==> src/rtl/core/pcik_pkg.sv <==
`timescale 1ns / 1ps
`default_nettype none
// -----------------------------------------------------------------------------
// pcik_pkg: shared types and constants of the planar chain IK solver
// Fixed field widths, configuration register indexes and the request and
// response bundles of the shared vector scaling unit.
// -----------------------------------------------------------------------------
package pcik_pkg;

  localparam int MAX_BONES_DEF = 8;
  localparam int FRAC_BITS_DEF = 8;

  localparam int CW    = 24;   // coordinate width, signed
  localparam int VW    = 26;   // difference vector width, signed
  localparam int MAGW  = 26;   // vector component magnitude
  localparam int SQW   = 52;   // exact sum of squares
  localparam int SLW   = 23;   // target length of a scaled vector
  localparam int ROOTW = 32;   // integer square root
  localparam int NUMW  = 55;   // rounded division numerator and quotient

  localparam int CFG_IDX_W = 2;
  localparam int CFG_DW    = 12;

  localparam logic [CFG_IDX_W-1:0] CFG_JOINT_COUNT = 2'd0;
  localparam logic [CFG_IDX_W-1:0] CFG_BONE_LENGTH = 2'd1;
  localparam logic [CFG_IDX_W-1:0] CFG_ITER_COUNT  = 2'd2;
  localparam logic [CFG_IDX_W-1:0] CFG_BEND_SHIFT  = 2'd3;

  localparam logic signed [CW-1:0] CMAX = 24'sh7FFFFF;
  localparam logic signed [CW-1:0] CMIN = 24'sh800000;
  localparam logic [SLW-1:0] SLEN_MAX = 23'h7FFFFF;

  typedef struct packed {
    logic                  start;
    logic                  tot;     // sum of squares only
    logic signed [VW-1:0]  vx;
    logic signed [VW-1:0]  vy;
    logic [SLW-1:0]        slen;
  } pcik_vreq_t;

  typedef struct packed {
    logic            done;
    logic [SQW-1:0]  sq;
  } pcik_vrsp_t;

endpackage
`default_nettype wire

==> src/rtl/core/pcik_vec_unit.sv <==
`timescale 1ns / 1ps
`default_nettype none
// -----------------------------------------------------------------------------
// pcik_vec_unit: shared vector scaling unit, also used for a sum of squares
// Rescales a vector to a given length: exact sum of squares, bit-serial
// integer square root, then a bit-serial rounded divide per component.
// -----------------------------------------------------------------------------
module pcik_vec_unit import pcik_pkg::*; (
  input  wire logic              clk,
  input  wire logic              rst_n,
  input  wire pcik_vreq_t        req,
  output pcik_vrsp_t             rsp,
  output logic signed [CW-1:0]   ox,
  output logic signed [CW-1:0]   oy
);

  typedef enum logic [2:0] {
    U_IDLE, U_MULX, U_MULY, U_CHK, U_SQRT, U_NUM, U_DIV, U_FIN
  } ustate_t;

  localparam logic [NUMW-1:0] QPOS = NUMW'(2**(CW-1) - 1);
  localparam logic [NUMW-1:0] QNEG = NUMW'(2**(CW-1));

  ustate_t               st_r;
  logic                  tot_r;
  logic                  sel_y_r;
  logic                  done_r;
  logic signed [VW-1:0]  vx_r, vy_r;
  logic [SLW-1:0]        slen_r;
  logic [SQW-1:0]        sq_r;
  logic [63:0]           x_r;
  logic [ROOTW-1:0]      root_r;
  logic [ROOTW:0]        rem_r;
  logic [NUMW-1:0]       num_r;
  logic [ROOTW-1:0]      drem_r;
  logic [NUMW-1:0]       quot_r;
  logic [5:0]            cnt_r;
  logic signed [CW-1:0]  ox_r, oy_r;

  logic [MAGW-1:0]       ax, ay, cur;
  logic                  neg;
  logic [2*MAGW-1:0]     prod;
  logic [MAGW+SLW-1:0]   mprod;
  logic [ROOTW+2:0]      rem_sh, trial;
  logic [ROOTW:0]        dsh;
  logic signed [CW-1:0]  qsat;

  assign ax    = vx_r[VW-1] ? MAGW'(-vx_r) : MAGW'(vx_r);
  assign ay    = vy_r[VW-1] ? MAGW'(-vy_r) : MAGW'(vy_r);
  assign cur   = sel_y_r ? ay : ax;
  assign neg   = sel_y_r ? vy_r[VW-1] : vx_r[VW-1];
  assign prod  = cur * cur;
  assign mprod = cur * slen_r;
  assign rem_sh = {rem_r, x_r[63:62]};
  assign trial  = {1'b0, root_r, 2'b01};
  assign dsh    = {drem_r, num_r[NUMW-1]};

  always_comb begin
    if (!neg) begin
      qsat = (quot_r > QPOS) ? CMAX : quot_r[CW-1:0];
    end else begin
      qsat = (quot_r > QNEG) ? CMIN : CW'(~quot_r[CW-1:0] + 1'b1);
    end
  end

  always_ff @(posedge clk) begin
    if (!rst_n) begin
      st_r    <= U_IDLE;
      done_r  <= 1'b0;
      sel_y_r <= 1'b0;
      tot_r   <= 1'b0;
      cnt_r   <= '0;
    end else begin
      done_r <= 1'b0;
      unique case (st_r)
        U_IDLE: begin
          if (req.start) begin
            vx_r    <= req.vx;
            vy_r    <= req.vy;
            slen_r  <= req.slen;
            tot_r   <= req.tot;
            sel_y_r <= 1'b0;
            st_r    <= U_MULX;
          end
        end
        U_MULX: begin
          sq_r    <= SQW'(prod);
          sel_y_r <= 1'b1;
          st_r    <= U_MULY;
        end
        U_MULY: begin
          sq_r <= sq_r + SQW'(prod);
          st_r <= U_CHK;
        end
        U_CHK: begin
          if (tot_r) begin
            done_r <= 1'b1;
            st_r   <= U_IDLE;
          end else if (sq_r == '0) begin
            ox_r   <= '0;
            oy_r   <= '0;
            done_r <= 1'b1;
            st_r   <= U_IDLE;
          end else begin
            x_r    <= {sq_r, 12'b0};
            root_r <= '0;
            rem_r  <= '0;
            cnt_r  <= 6'(ROOTW - 1);
            st_r   <= U_SQRT;
          end
        end
        U_SQRT: begin
          // one root bit per step, two radicand bits shifted in
          if (rem_sh >= trial) begin
            rem_r  <= (ROOTW+1)'(rem_sh - trial);
            root_r <= {root_r[ROOTW-2:0], 1'b1};
          end else begin
            rem_r  <= rem_sh[ROOTW:0];
            root_r <= {root_r[ROOTW-2:0], 1'b0};
          end
          x_r   <= {x_r[61:0], 2'b00};
          cnt_r <= cnt_r - 1'b1;
          if (cnt_r == '0) begin
            sel_y_r <= 1'b0;
            st_r    <= U_NUM;
          end
        end
        U_NUM: begin
          // |vx or vy| * len * 64 + divisor / 2, round half away from zero
          num_r  <= NUMW'({mprod, 6'b0}) + NUMW'(root_r[ROOTW-1:1]);
          drem_r <= '0;
          quot_r <= '0;
          cnt_r  <= 6'(NUMW - 1);
          st_r   <= U_DIV;
        end
        U_DIV: begin
          if (dsh >= {1'b0, root_r}) begin
            drem_r <= ROOTW'(dsh - {1'b0, root_r});
            quot_r <= {quot_r[NUMW-2:0], 1'b1};
          end else begin
            drem_r <= dsh[ROOTW-1:0];
            quot_r <= {quot_r[NUMW-2:0], 1'b0};
          end
          num_r <= {num_r[NUMW-2:0], 1'b0};
          cnt_r <= cnt_r - 1'b1;
          if (cnt_r == '0) begin
            st_r <= U_FIN;
          end
        end
        U_FIN: begin
          if (!sel_y_r) begin
            ox_r    <= qsat;
            sel_y_r <= 1'b1;
            st_r    <= U_NUM;
          end else begin
            oy_r   <= qsat;
            done_r <= 1'b1;
            st_r   <= U_IDLE;
          end
        end
        default: st_r <= U_IDLE;
      endcase
    end
  end

  assign rsp.done = done_r;
  assign rsp.sq   = sq_r;
  assign ox       = ox_r;
  assign oy       = oy_r;

endmodule
`default_nettype wire

==> config.mk <==
export PLATFORM = sky130hd
export DESIGN_NAME = pcik_vec_unit
export DESIGN_NICKNAME = d
export VERILOG_FILES = /design/src/rtl/core/pcik_pkg.sv /design/src/rtl/core/pcik_vec_unit.sv
export SDC_FILE = /design/constraint.sdc
export NUM_CORES = 2
export LEC_CHECK = 0
export ABC_AREA = 1
export BUFFER_PORTS_ARGS = -buffer_cell sky130_fd_sc_hd__buf_4
export CORE_MARGIN = 5
export CORE_UTILIZATION = 55
export DETAILED_ROUTE_END_ITERATION = 10
export PLACE_DENSITY = 0.74
export SLEW_MARGIN = 0
export SYNTH_ARGS = -nofsm -noshare
export SYNTH_HDL_FRONTEND = slang
export SYNTH_SLANG_ARGS = --single-unit
==> constraint.sdc <==
create_clock -name clk -period 11.4 [get_ports clk]
set_clock_uncertainty 0.05 [all_clocks]
set_input_delay 0.57 -clock clk [delete_from_list [all_inputs] [get_ports clk]]
set_output_delay 0.57 -clock clk [all_outputs]
set_load 0.01 [all_outputs]
Word level (Yosys, flattened, before mapping)
Index checks and enable logic that the tools add are counted.
W data, S select, Z words.
{ "word_totals": {"reg_bits": 458, "in_bits": 79, "out_inout_bits": 101, "word_cells": 115} }
{ "classes": {"addsub": 8, "multipliers": 2, "order_cmp": 4, "n_eq_ne": 15, "mux": 47, "bitwise_logic": 1, "n_reduce_logical": 21} }
{ "ops": {"columns": ["op", "n"], "rows": [
  ["$pmux W55 S2", 2],
  ["$mux W24", 7],
  ["$mux W64", 2],
  ["$pmux W32 S2", 2],
  ["$pmux W64 S2", 1],
  ["$pmux W52 S2", 1],
  ["$mux W33", 3],
  ["$mux W32", 3],
  ["$pmux W24 S2", 2],
  ["$mux W26", 3],
  ["$pmux W33 S2", 1],
  ["$add A55 B31 Y55", 1],
  ["$gt A55 B23 Y1 const B", 1],
  ["$gt A55 B24 Y1 const B", 1],
  ["$add A52 B52 Y52", 1],
  ["$logic_not A52 Y1", 1],
  ["$mul A26 B26 Y52", 1],
  ["$neg A26 Y26", 2],
  ["$mul A26 B23 Y49", 1],
  ["$ge A35 B34 Y1", 1],
  ["$ge A33 B32 Y1", 1],
  ["$sub A33 B33 Y33", 1],
  ["$sub A32 B32 Y32", 1],
  ["$add A24 B1 Y24 const B", 1],
  ["other kinds (22)", 57]
]} }

Logic depth before layout (Yosys ltp)
{ "logic_depth": {"word_depth": 6, "ltp_mapped": 55, "mapped_depth_nobuf": 54} }

Worst setup path before layout
No wires, ideal clock.
{ "synth_path": {"path_type": "input port to flip-flop", "startpoint": "input port rst_n", "endpoint": "register drem_r[0], enable pin", "setup_time_ns": 0.817, "t_arrival_ns": 10.440, "t_required_ns": 10.533, "setup_slack_ns": 0.092, "stages": 2, "n_path_buf": 0, "path_cell_list": "clkinv_1 nor3_1"} }
{ "synth_between": {"elab_chain_cells": 1} }
{ "synth_lines": {"columns": ["item", "line", "text"], "rows": [
  ["from (decl)", "pcik_vec_unit.sv:10", "input wire logic rst_n,"],
  ["$reduce_and A2 Y1 (no source line)", null, null],
  ["to (signal assigned)", "pcik_vec_unit.sv:138", "drem_r <= ROOTW'(dsh - {1'b0, root_r});"],
  ["to (signal assigned)", "pcik_vec_unit.sv:141", "drem_r <= dsh[ROOTW-1:0];"],
  ["to (decl)", "pcik_vec_unit.sv:35", "logic [ROOTW-1:0] drem_r;"]
]} }
No other way between the ends.
A chain may end at the register's enable or synchronous reset.

Worst setup path after layout
{ "layout_path": {"startpoint": "register vx_r[8]", "endpoint": "register sq_r[44] (data pin)"} }
{ "layout_between": {"elab_chain_cells": 6} }
{ "layout_lines": {"columns": ["item", "line", "text"], "rows": [
  ["from (decl)", "pcik_vec_unit.sv:28", "logic signed [VW-1:0] vx_r, vy_r;"],
  ["from (signal assigned)", "pcik_vec_unit.sv:78", "vx_r <= req.vx;"],
  ["$neg A26 Y26", "pcik_vec_unit.sv:48", "assign ax = vx_r[VW-1] ? MAGW'(-vx_r) : MAGW'(vx_r);"],
  ["$mux W26 (*)", "pcik_vec_unit.sv:48", null],
  ["$mux W26 (*)", "pcik_vec_unit.sv:50", "assign cur = sel_y_r ? ay : ax;"],
  ["$mul A26 B26 Y52 (*)", "pcik_vec_unit.sv:52", "assign prod = cur * cur;"],
  ["$add A52 B52 Y52", "pcik_vec_unit.sv:92", "sq_r <= sq_r + SQW'(prod);"],
  ["$pmux W52 S2 (*)", "pcik_vec_unit.sv:75", "unique case (st_r)"],
  ["to (signal assigned)", "pcik_vec_unit.sv:87", "sq_r <= SQW'(prod);"],
  ["to (signal assigned)", "pcik_vec_unit.sv:92", null],
  ["to (decl)", "pcik_vec_unit.sv:30", "logic [SQW-1:0] sq_r;"]
]} }
Every way passes the cells marked *; elsewhere a longest branch is shown, timed or not.

==> results.ini <==
[floorplanning]
fp.dieH_um = 362
start_util_pct = 55.3
io_pins = 180
floorplan.rows = 129
dieArea_mm2 = 0.131
die_w_um = 362
core_area_mm2 = 0.123

[drt]
ant_nets = 0
dr.pass1.iters = 6
viasPerCell = 5.52
vias = 56400
drtIter0Drc = 4583
wl_per_cell_um = 20.1
routed_wl_um = 206000
drc = 0

[sta]
setup_violations = 0
finalHoldViolations = 0
slew_headroom_pct = 21.9
worst_slew_pin_slew_ns = 1.17
finalMaxSlewViolations = 0
max_clock_freq_ghz = 0.0929
period_minus_slack_ns = 10.77
fin_ws_ns = 0.631
rsz0062_at_grt = no
final.period_utilization_pct = 94.5
tns_ns = 0

[cts]
cts_made_buffers = 54
root_buffer = clkbuf_16
cts_tree = done
path_clk_slew_ns = 0.06
clock_latency_ns = 0.68
cts_setup_buffers = 0
clockBufferDepth = 3
htreeDepth = 2
numClockSinks = 446

[worst_hold_path]
worstHoldEndpoint = vy_r[6]$_DFFE_PP_
worstHoldStart = req[29]
min_path_cells = 1
hp-class = in2reg

[setup_path]
slowest_delay_ns = 0.54
rr_worst_depth = 39
crit_arrival_ns = 11.10
path_common_cell = fa_1
startpoint_type = register
crit_slowest_cell = fa_1
r2r_slack_ns = 0.63
worst-path-max-fanout = 12
r2r_end = sq_r[44]$_DFFE_PP_
worstSetupEndpointType = register
required_ns = 11.73
crit_type = reg2reg
rr_startpoint = vx_r[8]$_DFFE_PP_

[logic_synthesis]
synthTopCellsByArea = fa_1, edfxtp_1, inv_1, ha_1, nand2_1
yosys_warnings = 0
synth_ff_type = edfxtp_1
synth.lib_cells_used.distinct = 67
syn_area_mm2 = 0.0683
syn_area_per_cell_um2 = 8.13
async_reset_ff_share_pct = 0
syn_inst = 8401
synth-edff-count = 434
yosysTopAreaCell = fa_1
synth_seq_area_share_pct = 19.4
synthTopCellsByCount = inv_1, nand2_1, fa_1
ys_seq_elements = 446
yosys.area.top_type_share_pct = 29.8
synth_most_common_cell = inv_1

[grt]
overflow = 0
grt_max_degree = 143
grt_pass1_vias = 58400
grt_usage_pct = 31.5
grt_first_pass_wirelength_um = 324000
antenna_found_initial = 6

[final_layout]
fin_nets = 10200
finish.instance_area_mm2 = 0.0738
drive_gt1_share_pct = 6.82
area_growth_syn_to_layout_pct = 8.04
stdcell_count = 10200

[place]
gp_congestion = 0.996
post-dp-hpwl_um = 166000
port_buffers = 179
post-place-ws_ns = 0.800
placed_cell_area_mm2 = 0.0715
placedCellCount = 10100

[job]
cap_viol_max_count = 0

[status]
status = finished, final reports clean

==> critical path, delay by kind of cell, from the launching register on <==
kind | cells | cell delay [ns]
adders and majority gates | 9 | 4.39
AOI/OAI and AO/OA | 8 | 1.62
and+or+nand+nor | 14 | 2.83
xor gates and xnor gates | 1 | 0.38
buffers and inverters | 7 | 0.70
DFF | 1 | 0.47
==> per-stage QoR <==
step | util [%] | hold WS (ns)
6_report | 59.7 | 0.0478
3_5_place_dp | 57.9 | 0.429
4_1_cts | 59.7 | 0.000244
3_3_place_gp | 57.9 | 0.415
2_1_floorplan | - | 0.403
5_1_grt | 59.7 | 0.0109
==> routing by layer <==
| layer | vias up | part of all wire, % | global-route usage (%) |
|---|---|---|---|
| met4 | 2 | 4.5 | 11.4 |
| met5 | - | 0.0063 | 0 |
| met3 | 508 | 8.8 | 6.23 |
| li1 | 26000 | - | - |
| met1 | 27500 | 40 | 41.4 |
| met2 | 2426 | 47 | 52.1 |
==> flip-flops by register name, summed over array words and instances (netlist names), 23 cells and up <==
register and flops:
drem_r 32, num_r 55, ox 24, oy 24
quot_r 55, rem_r 33, root_r 32, slen_r 23
sq_r 52, vx_r 26, vy_r 26, x_r 52
==> worst max-delay path by stage <==
stage	startpoint	to	slack, ns	depth (start not counted)
floorplan	rst_n	drem_r[0]$_SDFFCE_PN0P_	0.09	2
global placement	vy_r[0]$_DFFE_PP_	sq_r[44]$_DFFE_PP_	0.82	42
detailed placement	vy_r[0]$_DFFE_PP_	sq_r[44]$_DFFE_PP_	0.80	44
CTS	vx_r[0]$_DFFE_PP_	sq_r[44]$_DFFE_PP_	0.72	44
global route	vx_r[0]$_DFFE_PP_	sq_r[44]$_DFFE_PP_	0.02	45
finish	vx_r[8]$_DFFE_PP_	sq_r[44]$_DFFE_PP_	0.63	39
==> placed cells by master, fill, tap and decap left out, types with 225 or more instances in the layout <==
cell	count
a21oi_1	344
buf_4	284
edfxtp_1	434
fa_1	1016
ha_1	522
inv_1	1858
nand2_1	1734
nand3_1	225
nor2_1	870
o21ai_0	321
==> cell type report <==
| cell class | instances | area (µm²) |
|---|---|---|
| Antenna cell | 1 | 2.50 |
| Sequential cell | 446 | 13300 |
| Clock inverter | 41 | 568 |
| Inverter | 1893 | 7110 |
| Timing Repair Buffer | 315 | 2460 |
| Multi-Input combinational cell | 5828 | 46900 |
| Clock buffer | 60 | 1370 |
| Fill cell | 11100 | 49700 |
| Tap cell | 1637 | 2050 |
==> logic make-up (layout without fill, tap and decap cells) <==
| family | after synthesis | after routing | share of synthesized area [%] |
|---|---|---|---|
| AOI/OAI and AO/OA | 883 | 883 | 7.17 |
| xor gates and xnor gates | 209 | 209 | 2.68 |
| adders and majority gates | 1538 | 1538 | 39.4 |
| buffers and inverters | 2145 | 2309 | 12.0 |
| DFF | 446 | 446 | 19.4 |
| other | 2 | 21 | 0.0110 |
| and+or+nand+nor | 3178 | 3178 | 19.3 |
==> what timing repair did <==
| action | 4_1_cts | 5_1_grt |
|---|---|---|
| hold buffers | 29 | 0 |
| endpoints found under the hold margin | 29 | 0 |
| endpoints found under the setup margin | 0 | 2 |
| gates resized for setup | 0 | 3 |
Power is left out: the tool's default activity adds up to more than one toggle a clock period on the data nets, which glitch-free logic cannot reach.
